**src/rtl/naf_pkg.sv**
```systemverilog
`default_nettype none
// ----------------------------------------------------------------------------
// naf_pkg
// Shared types and constants of the NAL access unit framer.
// ----------------------------------------------------------------------------
package naf_pkg;

    localparam int BYTE_W      = 8;
    localparam int LEN_W       = 23;
    localparam int SHIFT_W     = 24;
    localparam int PREFIX_W    = 32;
    localparam int CFG_INDEX_W = 1;
    localparam int RES_MAX     = 4;
    localparam int RES_IDX_W   = $clog2(RES_MAX);
    localparam int RES_CNT_W   = $clog2(RES_MAX + 1);

    localparam int Q_DEPTH = 4;
    localparam int Q_PTR_W = $clog2(Q_DEPTH);
    localparam int Q_CNT_W = $clog2(Q_DEPTH + 1);

    // register indexes of the configuration port
    localparam logic [CFG_INDEX_W-1:0] CFG_FRAMING_MODE   = 1'b0;
    localparam logic [CFG_INDEX_W-1:0] CFG_MAX_NAL_LENGTH = 1'b1;

    localparam logic MODE_ANNEX_B = 1'b0;
    localparam logic MODE_LENGTH  = 1'b1;

    localparam logic [LEN_W-1:0]  NAL_LIMIT_RESET = 23'd4194304;
    localparam logic [BYTE_W-1:0] NAL_TYPE_MASK   = 8'h1f;
    localparam logic [BYTE_W-1:0] NAL_TYPE_SLICE  = 8'd1;
    localparam logic [BYTE_W-1:0] NAL_TYPE_IDR    = 8'd5;
    localparam logic [BYTE_W-1:0] SC_ZERO         = 8'h00;
    localparam logic [BYTE_W-1:0] SC_ONE          = 8'h01;

    typedef struct packed {
        logic [BYTE_W-1:0] out_byte;
        logic              unit_last;
        logic              keyframe;
        logic              length_error;
    } naf_entry_t;

    // one queued command: the results of one input byte
    typedef struct packed {
        logic [RES_IDX_W-1:0]      last_idx;
        naf_entry_t [RES_MAX-1:0]  entry;
    } naf_cmd_t;

    typedef struct packed {
        logic     push;
        naf_cmd_t cmd;
    } naf_push_t;

endpackage
`default_nettype wire

```
**src/rtl/naf_front.sv**
```systemverilog
`default_nettype none
// ----------------------------------------------------------------------------
// naf_front
// Byte classifier: start code scan, length prefix parse, NAL and unit flags.
// ----------------------------------------------------------------------------
module naf_front import naf_pkg::*; (
    input  wire logic                   aclk,
    input  wire logic                   aresetn,
    input  wire logic                   cfg_wr_en,
    input  wire logic [CFG_INDEX_W-1:0] cfg_index,
    input  wire logic [LEN_W-1:0]       cfg_wr_data,
    input  wire logic                   accept,
    input  wire logic [BYTE_W-1:0]      in_byte,
    output naf_push_t                   push_o
);

    logic                framing_mode_reg;
    logic [LEN_W-1:0]    max_nal_length_reg;

    logic [1:0]          zero_run_reg,        zero_run_next;
    logic [BYTE_W-1:0]   held_byte_reg,       held_byte_next;
    logic                held_valid_reg,      held_valid_next;
    logic                synced_reg,          synced_next;
    logic                nal_has_payload_reg, nal_has_payload_next;
    logic                nal_is_vcl_reg,      nal_is_vcl_next;
    logic                unit_has_idr_reg,    unit_has_idr_next;
    logic [SHIFT_W-1:0]  length_shift_reg,    length_shift_next;
    logic [1:0]          prefix_count_reg,    prefix_count_next;
    logic [LEN_W-1:0]    bytes_remaining_reg, bytes_remaining_next;
    logic                halted_reg,          halted_next;

    logic [RES_CNT_W-1:0] n_items;
    naf_entry_t [RES_MAX-1:0] res;
    logic [1:0]           k_zeros;
    logic [BYTE_W-1:0]    v_byte;
    logic [BYTE_W-1:0]    hdr;
    logic [PREFIX_W-1:0]  len;

    always_ff @(posedge aclk) begin
        if (!aresetn) begin
            framing_mode_reg   <= MODE_ANNEX_B;
            max_nal_length_reg <= NAL_LIMIT_RESET;
        end else if (cfg_wr_en) begin
            case (cfg_index)
                CFG_FRAMING_MODE:   framing_mode_reg   <= cfg_wr_data[0];
                CFG_MAX_NAL_LENGTH: max_nal_length_reg <= cfg_wr_data;
                default: ;
            endcase
        end
    end

    always_comb begin
        zero_run_next        = zero_run_reg;
        held_byte_next       = held_byte_reg;
        held_valid_next      = held_valid_reg;
        synced_next          = synced_reg;
        nal_has_payload_next = nal_has_payload_reg;
        nal_is_vcl_next      = nal_is_vcl_reg;
        unit_has_idr_next    = unit_has_idr_reg;
        length_shift_next    = length_shift_reg;
        prefix_count_next    = prefix_count_reg;
        bytes_remaining_next = bytes_remaining_reg;
        halted_next          = halted_reg;
        n_items              = '0;
        res                  = '0;
        k_zeros              = 2'd0;
        v_byte               = SC_ZERO;
        hdr                  = SC_ZERO;
        len                  = {length_shift_reg, in_byte};

        if (!halted_reg) begin
            if (framing_mode_reg == MODE_ANNEX_B) begin
                if (!synced_reg) begin
                    if (in_byte == SC_ZERO) begin
                        if (zero_run_reg != 2'd3) begin
                            zero_run_next = zero_run_reg + 2'd1;
                        end
                    end else if (in_byte == SC_ONE && zero_run_reg[1]) begin
                        // first start code: open with 00 00 00, the 01 follows later
                        synced_next          = 1'b1;
                        zero_run_next        = 2'd0;
                        nal_has_payload_next = 1'b0;
                        held_valid_next      = 1'b0;
                        n_items              = 3'd3;
                    end else begin
                        zero_run_next = 2'd0;
                    end
                end else if (in_byte == SC_ZERO && zero_run_reg != 2'd3) begin
                    zero_run_next = zero_run_reg + 2'd1;
                end else if (in_byte == SC_ONE && zero_run_reg[1]) begin
                    // start code closes the NAL: if it had payload, flush held byte, then 00 00 00
                    if (nal_has_payload_reg) begin
                        if (held_valid_reg) begin
                            res[0].out_byte  = held_byte_reg;
                            res[0].unit_last = nal_is_vcl_reg;
                            res[0].keyframe  = nal_is_vcl_reg & unit_has_idr_reg;
                            n_items          = 3'd4;
                        end else begin
                            n_items = 3'd3;
                        end
                        if (nal_is_vcl_reg) begin
                            unit_has_idr_next = 1'b0;
                        end
                    end
                    held_valid_next      = 1'b0;
                    nal_has_payload_next = 1'b0;
                    nal_is_vcl_next      = 1'b0;
                    zero_run_next        = 2'd0;
                end else begin
                    // payload byte: release pending zeros, hold the new byte
                    if (in_byte != SC_ZERO) begin
                        k_zeros       = zero_run_reg;
                        v_byte        = in_byte;
                        zero_run_next = 2'd0;
                    end
                    if (!nal_has_payload_reg) begin
                        res[0].out_byte      = SC_ONE;
                        n_items              = 3'd1;
                        hdr                  = (k_zeros != 2'd0) ? SC_ZERO : v_byte;
                        nal_is_vcl_next      = ((hdr & NAL_TYPE_MASK) == NAL_TYPE_SLICE) ||
                                               ((hdr & NAL_TYPE_MASK) == NAL_TYPE_IDR);
                        if ((hdr & NAL_TYPE_MASK) == NAL_TYPE_IDR) begin
                            unit_has_idr_next = 1'b1;
                        end
                        nal_has_payload_next = 1'b1;
                    end else if (held_valid_reg) begin
                        res[0].out_byte = held_byte_reg;
                        n_items         = 3'd1;
                    end
                    n_items         = n_items + {1'b0, k_zeros};
                    held_byte_next  = v_byte;
                    held_valid_next = 1'b1;
                end
            end else begin
                if (bytes_remaining_reg == '0) begin
                    if (prefix_count_reg != 2'd3) begin
                        length_shift_next = {length_shift_reg[SHIFT_W-BYTE_W-1:0], in_byte};
                        prefix_count_next = prefix_count_reg + 2'd1;
                    end else begin
                        length_shift_next = '0;
                        prefix_count_next = 2'd0;
                        if (len == '0 || len > {{(PREFIX_W-LEN_W){1'b0}}, max_nal_length_reg})
                        begin
                            halted_next          = 1'b1;
                            res[0].length_error  = 1'b1;
                            n_items              = 3'd1;
                        end else begin
                            bytes_remaining_next = len[LEN_W-1:0];
                            nal_has_payload_next = 1'b0;
                            res[3].out_byte      = SC_ONE;
                            n_items              = 3'd4;
                        end
                    end
                end else begin
                    if (!nal_has_payload_reg) begin
                        nal_is_vcl_next = ((in_byte & NAL_TYPE_MASK) == NAL_TYPE_SLICE) ||
                                          ((in_byte & NAL_TYPE_MASK) == NAL_TYPE_IDR);
                        if ((in_byte & NAL_TYPE_MASK) == NAL_TYPE_IDR) begin
                            unit_has_idr_next = 1'b1;
                        end
                        nal_has_payload_next = 1'b1;
                    end
                    bytes_remaining_next = bytes_remaining_reg - LEN_W'(1);
                    res[0].out_byte      = in_byte;
                    n_items              = 3'd1;
                    if (bytes_remaining_next == '0) begin
                        res[0].unit_last = nal_is_vcl_next;
                        res[0].keyframe  = nal_is_vcl_next & unit_has_idr_next;
                        if (nal_is_vcl_next) begin
                            unit_has_idr_next = 1'b0;
                        end
                        nal_has_payload_next = 1'b0;
                        nal_is_vcl_next      = 1'b0;
                    end
                end
            end
        end
    end

    always_ff @(posedge aclk) begin
        if (!aresetn) begin
            zero_run_reg        <= 2'd0;
            held_byte_reg       <= '0;
            held_valid_reg      <= 1'b0;
            synced_reg          <= 1'b0;
            nal_has_payload_reg <= 1'b0;
            nal_is_vcl_reg      <= 1'b0;
            unit_has_idr_reg    <= 1'b0;
            length_shift_reg    <= '0;
            prefix_count_reg    <= 2'd0;
            bytes_remaining_reg <= '0;
            halted_reg          <= 1'b0;
        end else if (accept) begin
            zero_run_reg        <= zero_run_next;
            held_byte_reg       <= held_byte_next;
            held_valid_reg      <= held_valid_next;
            synced_reg          <= synced_next;
            nal_has_payload_reg <= nal_has_payload_next;
            nal_is_vcl_reg      <= nal_is_vcl_next;
            unit_has_idr_reg    <= unit_has_idr_next;
            length_shift_reg    <= length_shift_next;
            prefix_count_reg    <= prefix_count_next;
            bytes_remaining_reg <= bytes_remaining_next;
            halted_reg          <= halted_next;
        end
    end

    always_comb begin
        push_o.push         = accept && (n_items != '0);
        push_o.cmd.entry    = res;
        push_o.cmd.last_idx = n_items[RES_IDX_W-1:0] - RES_IDX_W'(1);
    end

    // a halted block never queues results
    a_halt_silent: assert property (@(posedge aclk) disable iff (!aresetn)
        halted_reg |-> !push_o.push)
        else $error("results queued after halt");

endmodule
`default_nettype wire

```
**src/rtl/naf_queue.sv**
```systemverilog
`default_nettype none
// ----------------------------------------------------------------------------
// naf_queue
// Short command queue between the classifier and the output sequencer.
// ----------------------------------------------------------------------------
module naf_queue import naf_pkg::*; (
    input  wire logic aclk,
    input  wire logic aresetn,
    input  naf_push_t push_i,
    input  wire logic pop,
    output naf_cmd_t  head,
    output logic      full,
    output logic      empty
);

    naf_cmd_t            mem [Q_DEPTH];
    logic [Q_PTR_W-1:0]  wr_ptr_reg, wr_ptr_next;
    logic [Q_PTR_W-1:0]  rd_ptr_reg, rd_ptr_next;
    logic [Q_CNT_W-1:0]  count_reg,  count_next;
    logic                do_pop;

    assign full   = (count_reg == Q_CNT_W'(Q_DEPTH));
    assign empty  = (count_reg == '0);
    assign do_pop = pop && !empty;
    assign head   = mem[rd_ptr_reg];

    always_comb begin
        wr_ptr_next = wr_ptr_reg;
        rd_ptr_next = rd_ptr_reg;
        count_next  = count_reg;
        if (push_i.push) begin
            wr_ptr_next = (wr_ptr_reg == Q_PTR_W'(Q_DEPTH - 1)) ? '0
                                                               : wr_ptr_reg + Q_PTR_W'(1);
        end
        if (do_pop) begin
            rd_ptr_next = (rd_ptr_reg == Q_PTR_W'(Q_DEPTH - 1)) ? '0
                                                               : rd_ptr_reg + Q_PTR_W'(1);
        end
        if (push_i.push && !do_pop) begin
            count_next = count_reg + Q_CNT_W'(1);
        end else if (!push_i.push && do_pop) begin
            count_next = count_reg - Q_CNT_W'(1);
        end
    end

    always_ff @(posedge aclk) begin
        if (!aresetn) begin
            wr_ptr_reg <= '0;
            rd_ptr_reg <= '0;
            count_reg  <= '0;
        end else begin
            wr_ptr_reg <= wr_ptr_next;
            rd_ptr_reg <= rd_ptr_next;
            count_reg  <= count_next;
        end
    end

    always_ff @(posedge aclk) begin
        if (push_i.push) begin
            mem[wr_ptr_reg] <= push_i.cmd;
        end
    end

    a_no_overflow: assert property (@(posedge aclk) disable iff (!aresetn)
        push_i.push |-> !full)
        else $error("push into full queue");

    a_count_bound: assert property (@(posedge aclk) disable iff (!aresetn)
        count_reg <= Q_CNT_W'(Q_DEPTH))
        else $error("queue count out of range");

    a_count_track: assert property (@(posedge aclk) disable iff (!aresetn)
        (push_i.push && !do_pop) |=> (count_reg == $past(count_reg) + Q_CNT_W'(1)))
        else $error("queue count missed a push");

endmodule
`default_nettype wire

```
**src/rtl/naf_back.sv**
```systemverilog
`default_nettype none
// ----------------------------------------------------------------------------
// naf_back
// Output sequencer: plays out the results of each command one per transaction.
// ----------------------------------------------------------------------------
module naf_back import naf_pkg::*; (
    input  wire logic              aclk,
    input  wire logic              aresetn,
    input  naf_cmd_t               head,
    input  wire logic              empty,
    output logic                   pop,
    output logic                   m_valid,
    input  wire logic              m_ready,
    output logic [BYTE_W-1:0]      m_out_byte,
    output logic                   m_unit_last,
    output logic                   m_keyframe,
    output logic                   m_length_error
);

    naf_cmd_t              cmd_reg;
    logic                  busy_reg, busy_next;
    logic [RES_IDX_W-1:0]  idx_reg,  idx_next;
    logic                  at_end;
    naf_entry_t            cur;

    assign at_end = busy_reg && m_ready && (idx_reg == cmd_reg.last_idx);
    assign pop    = !empty && (!busy_reg || at_end);
    assign cur    = cmd_reg.entry[idx_reg];

    always_comb begin
        busy_next = busy_reg;
        idx_next  = idx_reg;
        if (pop) begin
            busy_next = 1'b1;
            idx_next  = '0;
        end else if (at_end) begin
            busy_next = 1'b0;
        end else if (busy_reg && m_ready) begin
            idx_next = idx_reg + RES_IDX_W'(1);
        end
    end

    always_ff @(posedge aclk) begin
        if (!aresetn) begin
            busy_reg <= 1'b0;
            idx_reg  <= '0;
        end else begin
            busy_reg <= busy_next;
            idx_reg  <= idx_next;
        end
    end

    always_ff @(posedge aclk) begin
        if (pop) begin
            cmd_reg <= head;
        end
    end

    assign m_valid        = busy_reg;
    assign m_out_byte     = cur.out_byte;
    assign m_unit_last    = cur.unit_last;
    assign m_keyframe     = cur.keyframe;
    assign m_length_error = cur.length_error;

    a_idx_bound: assert property (@(posedge aclk) disable iff (!aresetn)
        busy_reg |-> (idx_reg <= cmd_reg.last_idx))
        else $error("result index beyond command");

    a_key_needs_last: assert property (@(posedge aclk) disable iff (!aresetn)
        busy_reg && cur.keyframe |-> cur.unit_last)
        else $error("keyframe without unit end");

endmodule
`default_nettype wire

```
**src/rtl/h264_nal_access_unit_framer_unit.sv**
```systemverilog
`default_nettype none
// ----------------------------------------------------------------------------
// h264_nal_access_unit_framer_unit
// Re-frames an H.264 byte stream into start-code delimited access units.
// ----------------------------------------------------------------------------
// Path: with the sequencer idle, the classifier writes a byte's results into
//   the queue when the byte is accepted, and the sequencer loads them into its
//   command register before offering the first result.
// Throughput: one byte per cycle unless the queue is full; a byte's N results
//   take N output transactions (up to four), absorbed by the four-command queue.
// Reset: aresetn synchronous, active low; clears all parse state and the
//   queue, sets framing_mode to 0 and max_nal_length to 4194304.
// ----------------------------------------------------------------------------
module h264_nal_access_unit_framer_unit import naf_pkg::*; (
    input  wire logic                   aclk,
    input  wire logic                   aresetn,
    // configuration, write only
    input  wire logic                   cfg_wr_en,
    input  wire logic [CFG_INDEX_W-1:0] cfg_index,
    input  wire logic [LEN_W-1:0]       cfg_wr_data,
    // stream bytes in
    input  wire logic                   s_valid,
    output logic                        s_ready,
    input  wire logic [BYTE_W-1:0]      s_in_byte,
    // framed bytes out
    output logic                        m_valid,
    input  wire logic                   m_ready,
    output logic [BYTE_W-1:0]           m_out_byte,
    output logic                        m_unit_last,
    output logic                        m_keyframe,
    output logic                        m_length_error
);

    naf_push_t push;
    naf_cmd_t  head;
    logic      q_full;
    logic      q_empty;
    logic      q_pop;
    logic      s_accept;

    // Take a byte whenever the queue has room; a byte that yields no result
    // simply advances the parser and queues nothing.
    assign s_ready  = !q_full;
    assign s_accept = s_valid && s_ready;

    // Classify each byte and build the results of its transaction.
    naf_front u_front (
        .aclk        (aclk),
        .aresetn     (aresetn),
        .cfg_wr_en   (cfg_wr_en),
        .cfg_index   (cfg_index),
        .cfg_wr_data (cfg_wr_data),
        .accept      (s_accept),
        .in_byte     (s_in_byte),
        .push_o      (push)
    );

    // Hold the command bursts so front and back stall independently.
    naf_queue u_queue (
        .aclk    (aclk),
        .aresetn (aresetn),
        .push_i  (push),
        .pop     (q_pop),
        .head    (head),
        .full    (q_full),
        .empty   (q_empty)
    );

    // Drain each command one result per output transaction.
    naf_back u_back (
        .aclk           (aclk),
        .aresetn        (aresetn),
        .head           (head),
        .empty          (q_empty),
        .pop            (q_pop),
        .m_valid        (m_valid),
        .m_ready        (m_ready),
        .m_out_byte     (m_out_byte),
        .m_unit_last    (m_unit_last),
        .m_keyframe     (m_keyframe),
        .m_length_error (m_length_error)
    );

endmodule
`default_nettype wire
```
**config.mk**
```make
export PLATFORM = sky130hd
export DESIGN_NAME = h264_nal_access_unit_framer_unit
export DESIGN_NICKNAME = d
export VERILOG_FILES = /design/src/rtl/naf_pkg.sv /design/src/rtl/naf_front.sv /design/src/rtl/naf_queue.sv /design/src/rtl/naf_back.sv /design/src/rtl/h264_nal_access_unit_framer_unit.sv
export SDC_FILE = /design/constraint.sdc
export NUM_CORES = 1
export LEC_CHECK = 0
export BUFFER_PORTS_ARGS = -buffer_cell sky130_fd_sc_hd__buf_2
export CAP_MARGIN = 40
export CELL_PAD_IN_SITES_DETAIL_PLACEMENT = 0
export CELL_PAD_IN_SITES_GLOBAL_PLACEMENT = 2
export CORE_MARGIN = 1.5
export CORE_UTILIZATION = 39
export CTS_CLUSTER_DIAMETER = 60
export DETAILED_ROUTE_END_ITERATION = 10
export PLACE_DENSITY_LB_ADDON = 0.15
export RECOVER_POWER = 50
export REMOVE_ABC_BUFFERS = 1
export SYNTH_ARGS = -nofsm -noshare
export SYNTH_HDL_FRONTEND = slang
export SYNTH_SLANG_ARGS = --single-unit
```
**constraint.sdc**
```tcl
create_clock -name aclk -period 4.7 [get_ports aclk]
set_input_delay 0.47 -clock aclk [delete_from_list [all_inputs] [get_ports aclk]]
set_output_delay 0.47 -clock aclk [all_outputs]
set_load 0.01 [all_outputs]
```
==> results of run 1 <==
[worst reg2reg max path: cells and delay by family, from the launching register on]
kind	cells	cell delay, ps
and+or+nand+nor	5	1420
xor gates and xnor gates	1	70
buffers and inverters	1	70
AOI/OAI and AO/OA	6	1380
adders and majority gates	4	880
DFF	1	430
[through the flow]
stage | setup WS [ps] | hold slack [ps] | utilization, % | total power (uW) | area, sq um
finish | 345 | 272 | 45.0 | 3690 | 9490
global route | 40.0 | 261 | 45.0 | 3870 | 9490
floorplan | 684 | 436 | - | 2130 | 8190
global placement | 488 | 445 | 42.2 | 2320 | 8910
detailed placement | 344 | 449 | 42.5 | 2360 | 8960
CTS | 326 | 255 | 45.3 | 3770 | 9550
[layer usage]
layer | global-route usage [%] | vias to the layer above
li1 | - | 3246
met4 | 7.75 | 0
met3 | 3.57 | 27
met2 | 34.3 | 133
met5 | 0 | -
met1 | 26.1 | 3206
[worst max-delay path by stage]
stage                                   start                    to  slack (ps)  cells after the start
2_1_floorplan                    s_in_byte[2]  u_queue.count_reg[2]         680                     15
3_3_place_gp   u_front.max_nal_length_reg[21]  u_queue.count_reg[2]         490                     18
3_5_place_dp                     s_in_byte[2]  u_queue.count_reg[2]         340                     16
4_1_cts          u_front.length_shift_reg[13]  u_queue.count_reg[2]         330                     17
5_1_grt           u_front.length_shift_reg[0]  u_queue.count_reg[2]          40                     17
6_report         u_front.length_shift_reg[13]  u_queue.count_reg[2]         350                     17
[power breakdown]
| group | switching, uW | internal, uW |
|---|---|---|
| registers | 64.7 | 1650 |
| logic | 325 | 242 |
| clock network | 688 | 720 |
[logic make-up (layout without fill, tap and decap cells)]
group / after synthesis / count (layout)
AOI/OAI and AO/OA: 186 / 186
xor gates and xnor gates: 10 / 10
adders and majority gates: 37 / 37
muxes: 30 / 30
buffers and inverters: 83 / 135
DFF: 169 / 169
and+or+nand+nor: 353 / 353
[cell type report]
cell class                 count  area (sq um)  area share, %
inverter                      34           128           1.34
clock inverter                15           164           1.73
tap                          275           344           3.63
sequential                   169          4080           43.0
clock buffer                  17           425           4.48
timing repair buffer          69           385           4.06
multi-input combinational    616          3960           41.7
[placed cells by master (no fill, tap or decap), drive strengths merged, types with 11 or more instances in the layout]
master	instances
ha	36
dfxtp	99
mux2i	16
nand3	13
nor3	20
and3	28
nand4	11
o31ai	14
mux4	14
nor4	18
and2	20
buf	56
or3	14
edfxtp	70
o21ai	23
inv	44
nand2	95
clkbuf	30
a21oi	89
nor2	99
[repair_timing]
action	4_1_cts	5_1_grt
setup buffers	0	0
endpoints found under the setup margin	0	1
resized for setup	0	1
==> qor.csv, run 1 <==
stage,metric,value,unit
finish,diodes,0,
grt,grt_max_degree,53,
floorplan,die-width,150,um
hold_path,holdPathStages,3,
worst_setup_path,cp-start-kind,flop,
finish,nFillCells,2026,
floorplan,die_h,150,um
worst_setup_path,rr_startpoint,u_front.length_shift_reg[13],
worst_setup_path,cp_data_arrival_time,4690,ps
grt,grt_usage,20.4,%
finish,final-instance-count-excl-fill,1195,
detailed_routing,wl_met3,673,um
cts,ctsHoldBuffers,0,
job,cap_violations,0,
hold_path,hp-start,cfg_wr_data[13],
place,hpwl,15.6,mm
detailed_routing,routedWlPerCell,18.4,um
hold_path,min_to,u_front.max_nal_length_reg[13],
detailed_routing,vias_per_cell,5.53,
floorplan,core,21100,sq um
synth,synth-simple-area-share,21.0,%
synth,synth.top_cell.area_share,25.0,%
floorplan,dieArea,22400,sq um
floorplan,std_cell_rows,53,
synth,ys.flop_type,dfxtp_1,
synth,synth_common_cells,"dfxtp_1 (99), nor2_1 (98), nand2_1 (95), a21oi_1 (89), edfxtp_1 (70)",
cts,numCtsBuffers,17,
detailed_routing,antenna_left,0,
synth,synth-seq-area-share,48.6,%
timing,skew,10.9,ps
grt,grt_pass1_vias,6423,
power,p_leak,0.00361,uW
grt,grt_overflow,0,
cts,clock_latency,430,ps
worst_setup_path,max_stage_delay,430,ps
synth,syn_area_per_cell,9.68,sq um
power,p_per_area,389,nW/um^2
synth,synth_seq_cells,169,
finish,area_growth_syn_to_layout,13.0,%
worst_setup_path,crit_required,5040,ps
detailed_routing,num_vias,6612,
finish,drive_gt1_share,12.4,%
cts,cts_tree,built,
timing,finalHoldViolations,0,
power,ir_drop,234,uV
worst_setup_path,end_kind,flop,
synth,synthArstFlopShare,0,%
worst_setup_path,crit_family,simple AND/OR/NAND/NOR gates,
worst_setup_path,path_cells,ha_1 -> and4b_1 -> a221o_1 -> nor4b_2 -> nand4b_1 -> a21oi_1 -> o211ai_1 -> nand2_1 -> ha_1 -> o41ai_1 -> o21a_1 -> ha_1 -> inv_1 -> fa_1 -> xor2_1 -> or3_1 -> a21oi_1,
timing,max_clock_freq,230,MHz
synth,synth_top_family_by_area,simple AND/OR/NAND/NOR gates,
timing,slew_headroom,8.12,%
timing,min_period,4350,ps
finish,finalNetCount,981,
worst_setup_path,criticalPathCategory,reg -> reg,
floorplan,ioPinCount,50,
synth,yosysTopAreaCell,edfxtp_1,
run_status,status,"complete, no violations",
worst_setup_path,cp_max_fo,7,
grt,antenna_found_initial,0,
detailed_routing,dr.pass1.iters,5,
synth,syn_area,8400,sq um
worst_setup_path,critPathMostFrequentCell,ha_1,
detailed_routing,dr_wl_met2,10.8,mm
timing,worst_pin_slew,1380,ps
detailed_routing,drt-met1-wl,9.94,mm
cts,root_buffer,clkbuf_16,
timing,drv_slew,0,
worst_setup_path,worst_r2r_path_depth,17,
synth,yosys_warnings,0,
worst_setup_path,cp_slowest_cell,dfxtp_1,
place,dp.cells,1163,
floorplan,start_util,39.8,%
detailed_routing,drt_wl_total,21.9,mm
cts,cts_htree_levels,4,
timing,final-setup-viol-count,0,
hold_path,hp-class,in -> reg,
synth,yosysMostFrequentCell,dfxtp_1,
cts,numClockSinks,169,
synth,yosys-mux-area-fraction,5.81,%
synth,synth_xor_area_share,1.04,%
synth,synth_area_leaders,"edfxtp_1 (25%), dfxtp_1 (24%), ha_1 (5.4%)",
worst_setup_path,r2r_slack,350,ps
timing,rsz0062_at_grt,no,
synth,synthDistinctLibCells,71,
synth,synthAdderAreaFrac,5.60,%
place,gp_congestion,0.853,
grt,grt_first_pass_wirelength,35.1,mm
detailed_routing,drtIter0Drc,536,
worst_setup_path,regToRegEndpoint,u_queue.count_reg[2],
place,io_buffers,49,
timing,post-route-period-util,92.7,%
detailed_routing,top_layer,met4,
cts,path_clk_slew,80,ps
synth,synthCells,868,
synth,synth_edf_count,70,
detailed_routing,drc_errors,0,
cts,cts_buffer_depth,2,
worst_setup_path,crit_buf_inv,1,
synth,synth_compound_area_share,13.9,%
timing,setup_tns,0,ps
finish,largest_register_ffs,56,
Note: power is estimated with default switching activity, not from simulation.
==> run 2, diff against run 1 <==
- ABC_CLOCK_PERIOD_IN_PS: unset -> 4700
- CORE_UTILIZATION: 39 -> 46
- SYNTH_HIERARCHICAL: unset -> 1
==> qor.csv, run 2 <==
stage,metric,value,unit,change
run_status,status,finished with violations,,
run_status,violations,"max-capacitance violations, max-slew violations",,
place,io_buffers,49,,unchanged
cts,clock_latency,530,ps,+100 ps
synth,syn_area,14700,sq um,+75%
timing,drv_slew,47,,+47
detailed_routing,routedWlPerCell,19.7,um,+7.4%
detailed_routing,wl_met3,1.15,mm,+70%
timing,finalWorstSetupSlack,434,ps,+88.8 ps
finish,nFillCells,2747,,+36%
synth,synthDistinctLibCells,75,,+5.6%
cts,postCtsSetupRepairBufs,0,,unchanged
cts,root_buffer,clkbuf_16,,
finish,drive_gt1_share,15.2,%,+2.8 points
floorplan,core,31500,sq um,+49%
worst_setup_path,crit_required,5160,ps,+120 ps
finish,final-instance-count-excl-fill,1608,,+35%
power,p_per_area,415,nW/um^2,+6.7%
job,cap_violations,1,,+1
detailed_routing,num_vias,8901,,+35%
finish,layout_commonest_cell,edfxtp_1,,
grt,grt_usage,19.7,%,-0.71 points
synth,synthArstFlopShare,0,%,unchanged
detailed_routing,drt-met1-wl,13.8,mm,+38%
grt,grt_overflow,0,,unchanged
synth,ys.flop_type,edfxtp_1,,
finish,diodes,0,,unchanged
place,dp.cells,1539,,+32%
detailed_routing,top_layer,met4,,
cts,post_cts_resized,0,,unchanged
finish,final_cell_mix,"edfxtp_1 (230), dfxtp_1 (99), a21oi_1 (93), nand2_1 (93), nor2_1 (83)",,
synth,synth_xor_area_share,0.895,%,-0.15 points
place,placed_cell_area,15300,sq um,+70%
synth,syn_area_per_cell,13.1,sq um,+36%
timing,post-route-period-util,90.8,%,-1.9 points
detailed_routing,drc_errors,0,,unchanged
cts,cts_htree_levels,2,,-2
synth,synthCells,1117,,+29%
synth,synth-simple-area-share,11.5,%,-9.5 points
cts,numClockSinks,331,,+96%
place,hpwl,19.9,mm,+27%
cts,cts_buffer_depth,3,,+1
hold_path,hp-start,cfg_wr_data[18],,
timing,final-setup-viol-count,0,,unchanged
place,pre_cts_ws,211,ps,-133 ps
worst_setup_path,end_kind,flop,,
floorplan,die-width,182,um,+21%
grt,grt_pass1_vias,8923,,+39%
cts,ctsHoldBuffers,0,,unchanged
worst_setup_path,cp_data_arrival_time,4730,ps,+40 ps
cts,numCtsBuffers,38,,+21
synth,synth_seq_cells,331,,+96%
detailed_routing,antenna_left,0,,unchanged
finish,finalNetCount,1251,,+28%
detailed_routing,dr_wl_met2,15.9,mm,+47%
worst_setup_path,cp-startpoint,u_front/bytes_remaining_reg[16],,
synth,yosys_warnings,6,,+6
synth,synth_compound_area_share,8.26,%,-5.7 points
grt,grt_max_degree,48,,-9.4%
timing,min_period,4270,ps,-88.8 ps
detailed_routing,vias_per_cell,5.54,,about the same
grt,grt_first_pass_wirelength,50.2,mm,+43%
finish,area_growth_syn_to_layout,12.6,%,
floorplan,die_h,182,um,+21%
timing,finalHoldViolations,0,,unchanged
power,p_leak,0.00585,uW,+62%
detailed_routing,dr.pass1.iters,5,,unchanged
floorplan,dieArea,33000,sq um,+47%
synth,yosysTopAreaCell,edfxtp_1,,
place,gp_congestion,0.812,,-4.7%
timing,skew,20.6,ps,+9.63 ps
synth,synth_common_cells,"edfxtp_1 (230), dfxtp_1 (101), a21oi_1 (93), nand2_1 (93), nor2_1 (84)",,
worst_setup_path,rr_startpoint,u_front/bytes_remaining_reg[16],,
synth,synth.top_cell.area_share,47.1,%,+22 points
timing,worst_pin_slew,2980,ps,+1600 ps
timing,rsz0062_at_grt,no,,
cts,path_clk_slew,60,ps,-20 ps
synth,synth_edf_count,230,,+230%
detailed_routing,drtIter0Drc,574,,+7.1%
timing,setup_tns,0,ps,unchanged
synth,synth_top_family_by_area,simple AND/OR/NAND/NOR gates,,
synth,yosys-mux-area-fraction,10.2,%,+4.3 points
finish,largest_register_ffs,184,,+230%
grt,antenna_found_initial,0,,unchanged
cts,cts_tree,built,,
timing,whs,179,ps,-92.9 ps
synth,yosysMostFrequentCell,edfxtp_1,,
floorplan,start_util,46.6,%,+6.8 points
timing,slew_headroom,-98.6,%,-110 points
hold_path,hp-class,in -> reg,,
power,ir_drop,280,uV,+20%
timing,max_clock_freq,234,MHz,+2.1%
floorplan,std_cell_rows,65,,+23%
synth,synth-seq-area-share,60.8,%,+12 points
floorplan,ioPinCount,50,,unchanged
worst_setup_path,criticalPathCategory,reg -> reg,,
synth,synthAdderAreaFrac,3.21,%,-2.4 points
worst_setup_path,cp_max_fo,20,,+13
finish,final_cell_area,16500,sq um,+74%
synth,synth_area_leaders,"edfxtp_1 (47%), dfxtp_1 (14%), mux4_2 (6.4%)",,
detailed_routing,drt_wl_total,31.7,mm,+44%
worst_setup_path,cp-start-kind,flop,,
==> run 2: changes by cell type in the layout (fill, tap and decap cells not counted), sizes merged, moves of 6 or more <==
cell | before | now
clkbuf | 30 | 69
conb | 0 | 32
nor2 | 99 | 84
or3 | 14 | 7
o211ai | 10 | 4
clkinv | 3 | 11
and2 | 20 | 13
edfxtp | 70 | 230
mux4 | 14 | 57
==> run 2: metal layers <==
layer,track usage [%],vias to the layer above
li1,-,4294
met1,25.0,4394
met2,34.6,157
met3,2.81,56
met4,6.60,0
met5,0,-
==> run 2: final cells by class <==
class	instances	area, sq um	area share [%]
Inverter	45	169	1.02
Multi-Input combinational cell	682	5120	31.0
Timing Repair Buffer	79	497	3.01
Clock inverter	22	270	1.64
Clock buffer	47	1040	6.27
Tap cell	402	503	3.04
Sequential cell	331	8930	54.1
==> run 2: worst max-delay path, stage by stage (launching register included) <==
cell	delay (ps)
dfxtp_1	430
or4_1	680
nor4_1	310
clkbuf_1	380
and2_0	360
clkbuf_1	880
a21oi_1	140
clkbuf_1	320
buf_4	280
or2_2	300
a21oi_1	110
==> run 2: final timing paths <==
path | to | slack (ps) | cells past startpoint
hold / removal | u_front/max_nal_length_reg[18] | 180 | 3
setup reg to reg | u_front/nal_has_payload_reg | 430 | 10
hold reg to reg | u_front/max_nal_length_reg[21] | 450 | 2
setup / recovery | u_front/nal_has_payload_reg | 430 | 10
==> run 2: metrics by stage <==
stage	utilization, %	total power (uW)
6_report	52.5	6850
5_1_grt	52.5	7120
4_1_cts	52.7	6960
3_5_place_dp	48.6	3920
3_3_place_gp	48.4	3910
2_1_floorplan	-	3710
==> run 2: logic make-up (layout without fill, tap and decap cells) <==
group	after synthesis	in the layout
other	1	32
muxes	72	72
adders and majority gates	37	37
buffers and inverters	135	193
AOI/OAI and AO/OA	196	196
DFF	331	331
xor gates and xnor gates	15	15
and+or+nand+nor	330	330
==> run 2: report_power, final <==
group | switching [uW] | internal [uW] | total, uW
Combinational | 319 | 203 | 522
Clock | 1160 | 1860 | 3010
Sequential | 56.9 | 3260 | 3320
Total | 1530 | 5320 | 6850
==> run 3, diff against run 2 <==
- CAP_MARGIN: 40 -> 20
- CORE_UTILIZATION: 46 -> 39
- SYNTH_HIERARCHICAL: 1 -> unset
==> qor.csv, run 3 (synthesized netlist as in run 1, its figures left out) <==
stage,metric,value,unit,change
run_status,status,finished with violations,,
run_status,violations,"max-capacitance violations, max-slew violations",,
floorplan,dieArea,22400,sq um,-32%
worst_setup_path,crit_buf_inv,1,,-3
timing,finalWorstSetupSlack,297,ps,-137 ps
worst_setup_path,cp_max_fo,7,,-65%
timing,max_clock_freq,227,MHz,-3.1%
detailed_routing,num_vias,6595,,-26%
detailed_routing,antenna_left,0,,unchanged
cts,numCtsBuffers,17,,-55%
power,p_leak,0.00360,uW,-39%
grt,grt_overflow,0,,unchanged
finish,final_cell_mix,"dfxtp_1 (99), nor2_1 (98), nand2_1 (95), a21oi_1 (89), edfxtp_1 (70)",,
detailed_routing,drtIter0Drc,478,,-17%
detailed_routing,routedWlPerCell,18.2,um,-7.6%
cts,root_buffer,clkbuf_16,,
grt,grt_usage,20.3,%,+0.57 points
cts,cts_htree_levels,4,,+2
timing,skew,13.5,ps,-7.03 ps
worst_setup_path,path_cells,ha_1 -> and4b_1 -> nand2_1 -> nor3_1 -> mux2i_1 -> a21oi_1 -> o211ai_1 -> nand2_1 -> ha_1 -> o41ai_1 -> o21a_1 -> ha_1 -> inv_1 -> fa_1 -> xor2_1 -> or3_1 -> a21oi_1,,
grt,antenna_found_initial,0,,unchanged
place,io_buffers,49,,unchanged
grt,grt_max_degree,53,,+10%
worst_setup_path,cp-start-kind,flop,,
worst_setup_path,crit_family,adder cells,,
timing,final-setup-viol-count,0,,unchanged
cts,cts_tree,built,,
floorplan,core,21100,sq um,-33%
finish,area_growth_syn_to_layout,12.8,%,
finish,nFillCells,2075,,-24%
worst_setup_path,cp_data_arrival_time,4750,ps,+20 ps
timing,setup_tns,0,ps,unchanged
worst_setup_path,end_kind,flop,,
detailed_routing,dr.pass1.iters,5,,unchanged
floorplan,die-width,150,um,-18%
timing,min_period,4400,ps,+137 ps
worst_setup_path,criticalPathCategory,reg -> reg,,
finish,largest_register_ffs,56,,-70%
cts,postCtsSetupRepairBufs,0,,unchanged
grt,grt_first_pass_wirelength,35.0,mm,-30%
timing,post-route-period-util,93.7,%,+2.9 points
cts,numClockSinks,169,,-49%
hold_path,hp-class,in -> reg,,
floorplan,ioPinCount,50,,unchanged
detailed_routing,vias_per_cell,5.53,,-0.13%
finish,diodes,0,,unchanged
timing,slew_headroom,-58.0,%,+41 points
finish,finalNetCount,979,,-22%
power,ir_drop,235,uV,-16%
job,cap_violations,2,,+1
floorplan,std_cell_rows,53,,-18%
cts,clock_latency,440,ps,-90 ps
cts,path_clk_slew,80,ps,+20 ps
floorplan,start_util,39.8,%,-6.8 points
timing,rsz0062_at_grt,no,,
detailed_routing,drc_errors,0,,unchanged
place,gp_congestion,0.853,,+5.0%
power,p_per_area,390,nW/um^2,-5.9%
place,pre_cts_ws,319,ps,+108 ps
worst_setup_path,max_stage_delay,490,ps,-390 ps
worst_setup_path,critPathMostFrequentCell,ha_1,,
finish,drive_gt1_share,11.9,%,-3.3 points
cts,cts_buffer_depth,2,,-1
finish,layout_commonest_cell,dfxtp_1,,
floorplan,die_h,150,um,-18%
timing,finalHoldViolations,0,,unchanged
timing,whs,262,ps,+82.7 ps
grt,grt_pass1_vias,6470,,-27%
timing,worst_pin_slew,2370,ps,-608 ps
worst_setup_path,cp_slowest_cell,mux2i_1,,
place,hpwl,15.4,mm,-23%
cts,post_cts_resized,0,,unchanged
detailed_routing,drt_wl_total,21.7,mm,-31%
cts,ctsHoldBuffers,0,,unchanged
worst_setup_path,crit_required,5040,ps,-120 ps
timing,drv_slew,62,,+32%
-- run 3: cell count changes in the layout (fill, tap and decap cells not counted), moves of 10 or more --
cell,delta
and2_1,+11
clkbuf_1,-12
clkbuf_16,-22
conb_1,-32
edfxtp_1,-160
inv_1,-10
mux4_1,-15
mux4_2,-28
nor2_1,+15
o21ai_0,-11
-- run 3: worst paths after layout --
| check | startpoint | depth (start not counted) | slack [ps] | to |
|---|---|---|---|---|
| worst min-delay path | cfg_wr_data[14] | 3 | 260 | u_front.max_nal_length_reg[14] |
| worst max-delay path | u_front.length_shift_reg[13] | 17 | 300 | u_queue.count_reg[2] |
| worst max register to register | u_front.length_shift_reg[13] | 17 | 300 | u_queue.count_reg[2] |
| worst min register to register | u_front.max_nal_length_reg[21] | 2 | 460 | u_front.max_nal_length_reg[21] |
-- run 3: cell type report --
type,instances,area (sq um),share of cell area (%)
clock inverters,15,181,1.92
inverters,34,128,1.35
multi-input cells,616,3950,41.7
clock buffers,17,425,4.49
well taps,275,344,3.63
flip-flops and latches,169,4080,43.1
repair buffers,67,355,3.75
-- run 3: routing by layer --
layer  track usage [%]  vias to the layer above  share of wire, %
met1              25.9                     3182                46
met3              3.35                       27               3.2
met5                 0                        -                 0
li1                  -                     3245                 -
met4              6.86                        0               2.4
met2              34.7                      141                49
-- run 3: through the flow --
step / power (uW) / cell area [sq um] / instances / utilization (%)
floorplan: 2130 / 8190 / 819 / -
global placement: 2320 / 8910 / 1160 / 42.2
detailed placement: 2330 / 8910 / 1160 / 42.2
CTS: 3760 / 9510 / 1192 / 45.1
global route: 3870 / 9470 / 1193 / 44.9
finish: 3700 / 9470 / 1193 / 44.9
-- run 3: tightest hold or removal path: stages --
cell,delay (ps)
buf_2,90
nand2_1,50
a21oi_1,50
-- run 3: power breakdown --
group          switching [uW]  total, uW  internal [uW]
combinational             321        559            238
sequential               67.3       1720           1650
clock                     695       1420            727
total                    1080       3700           2610
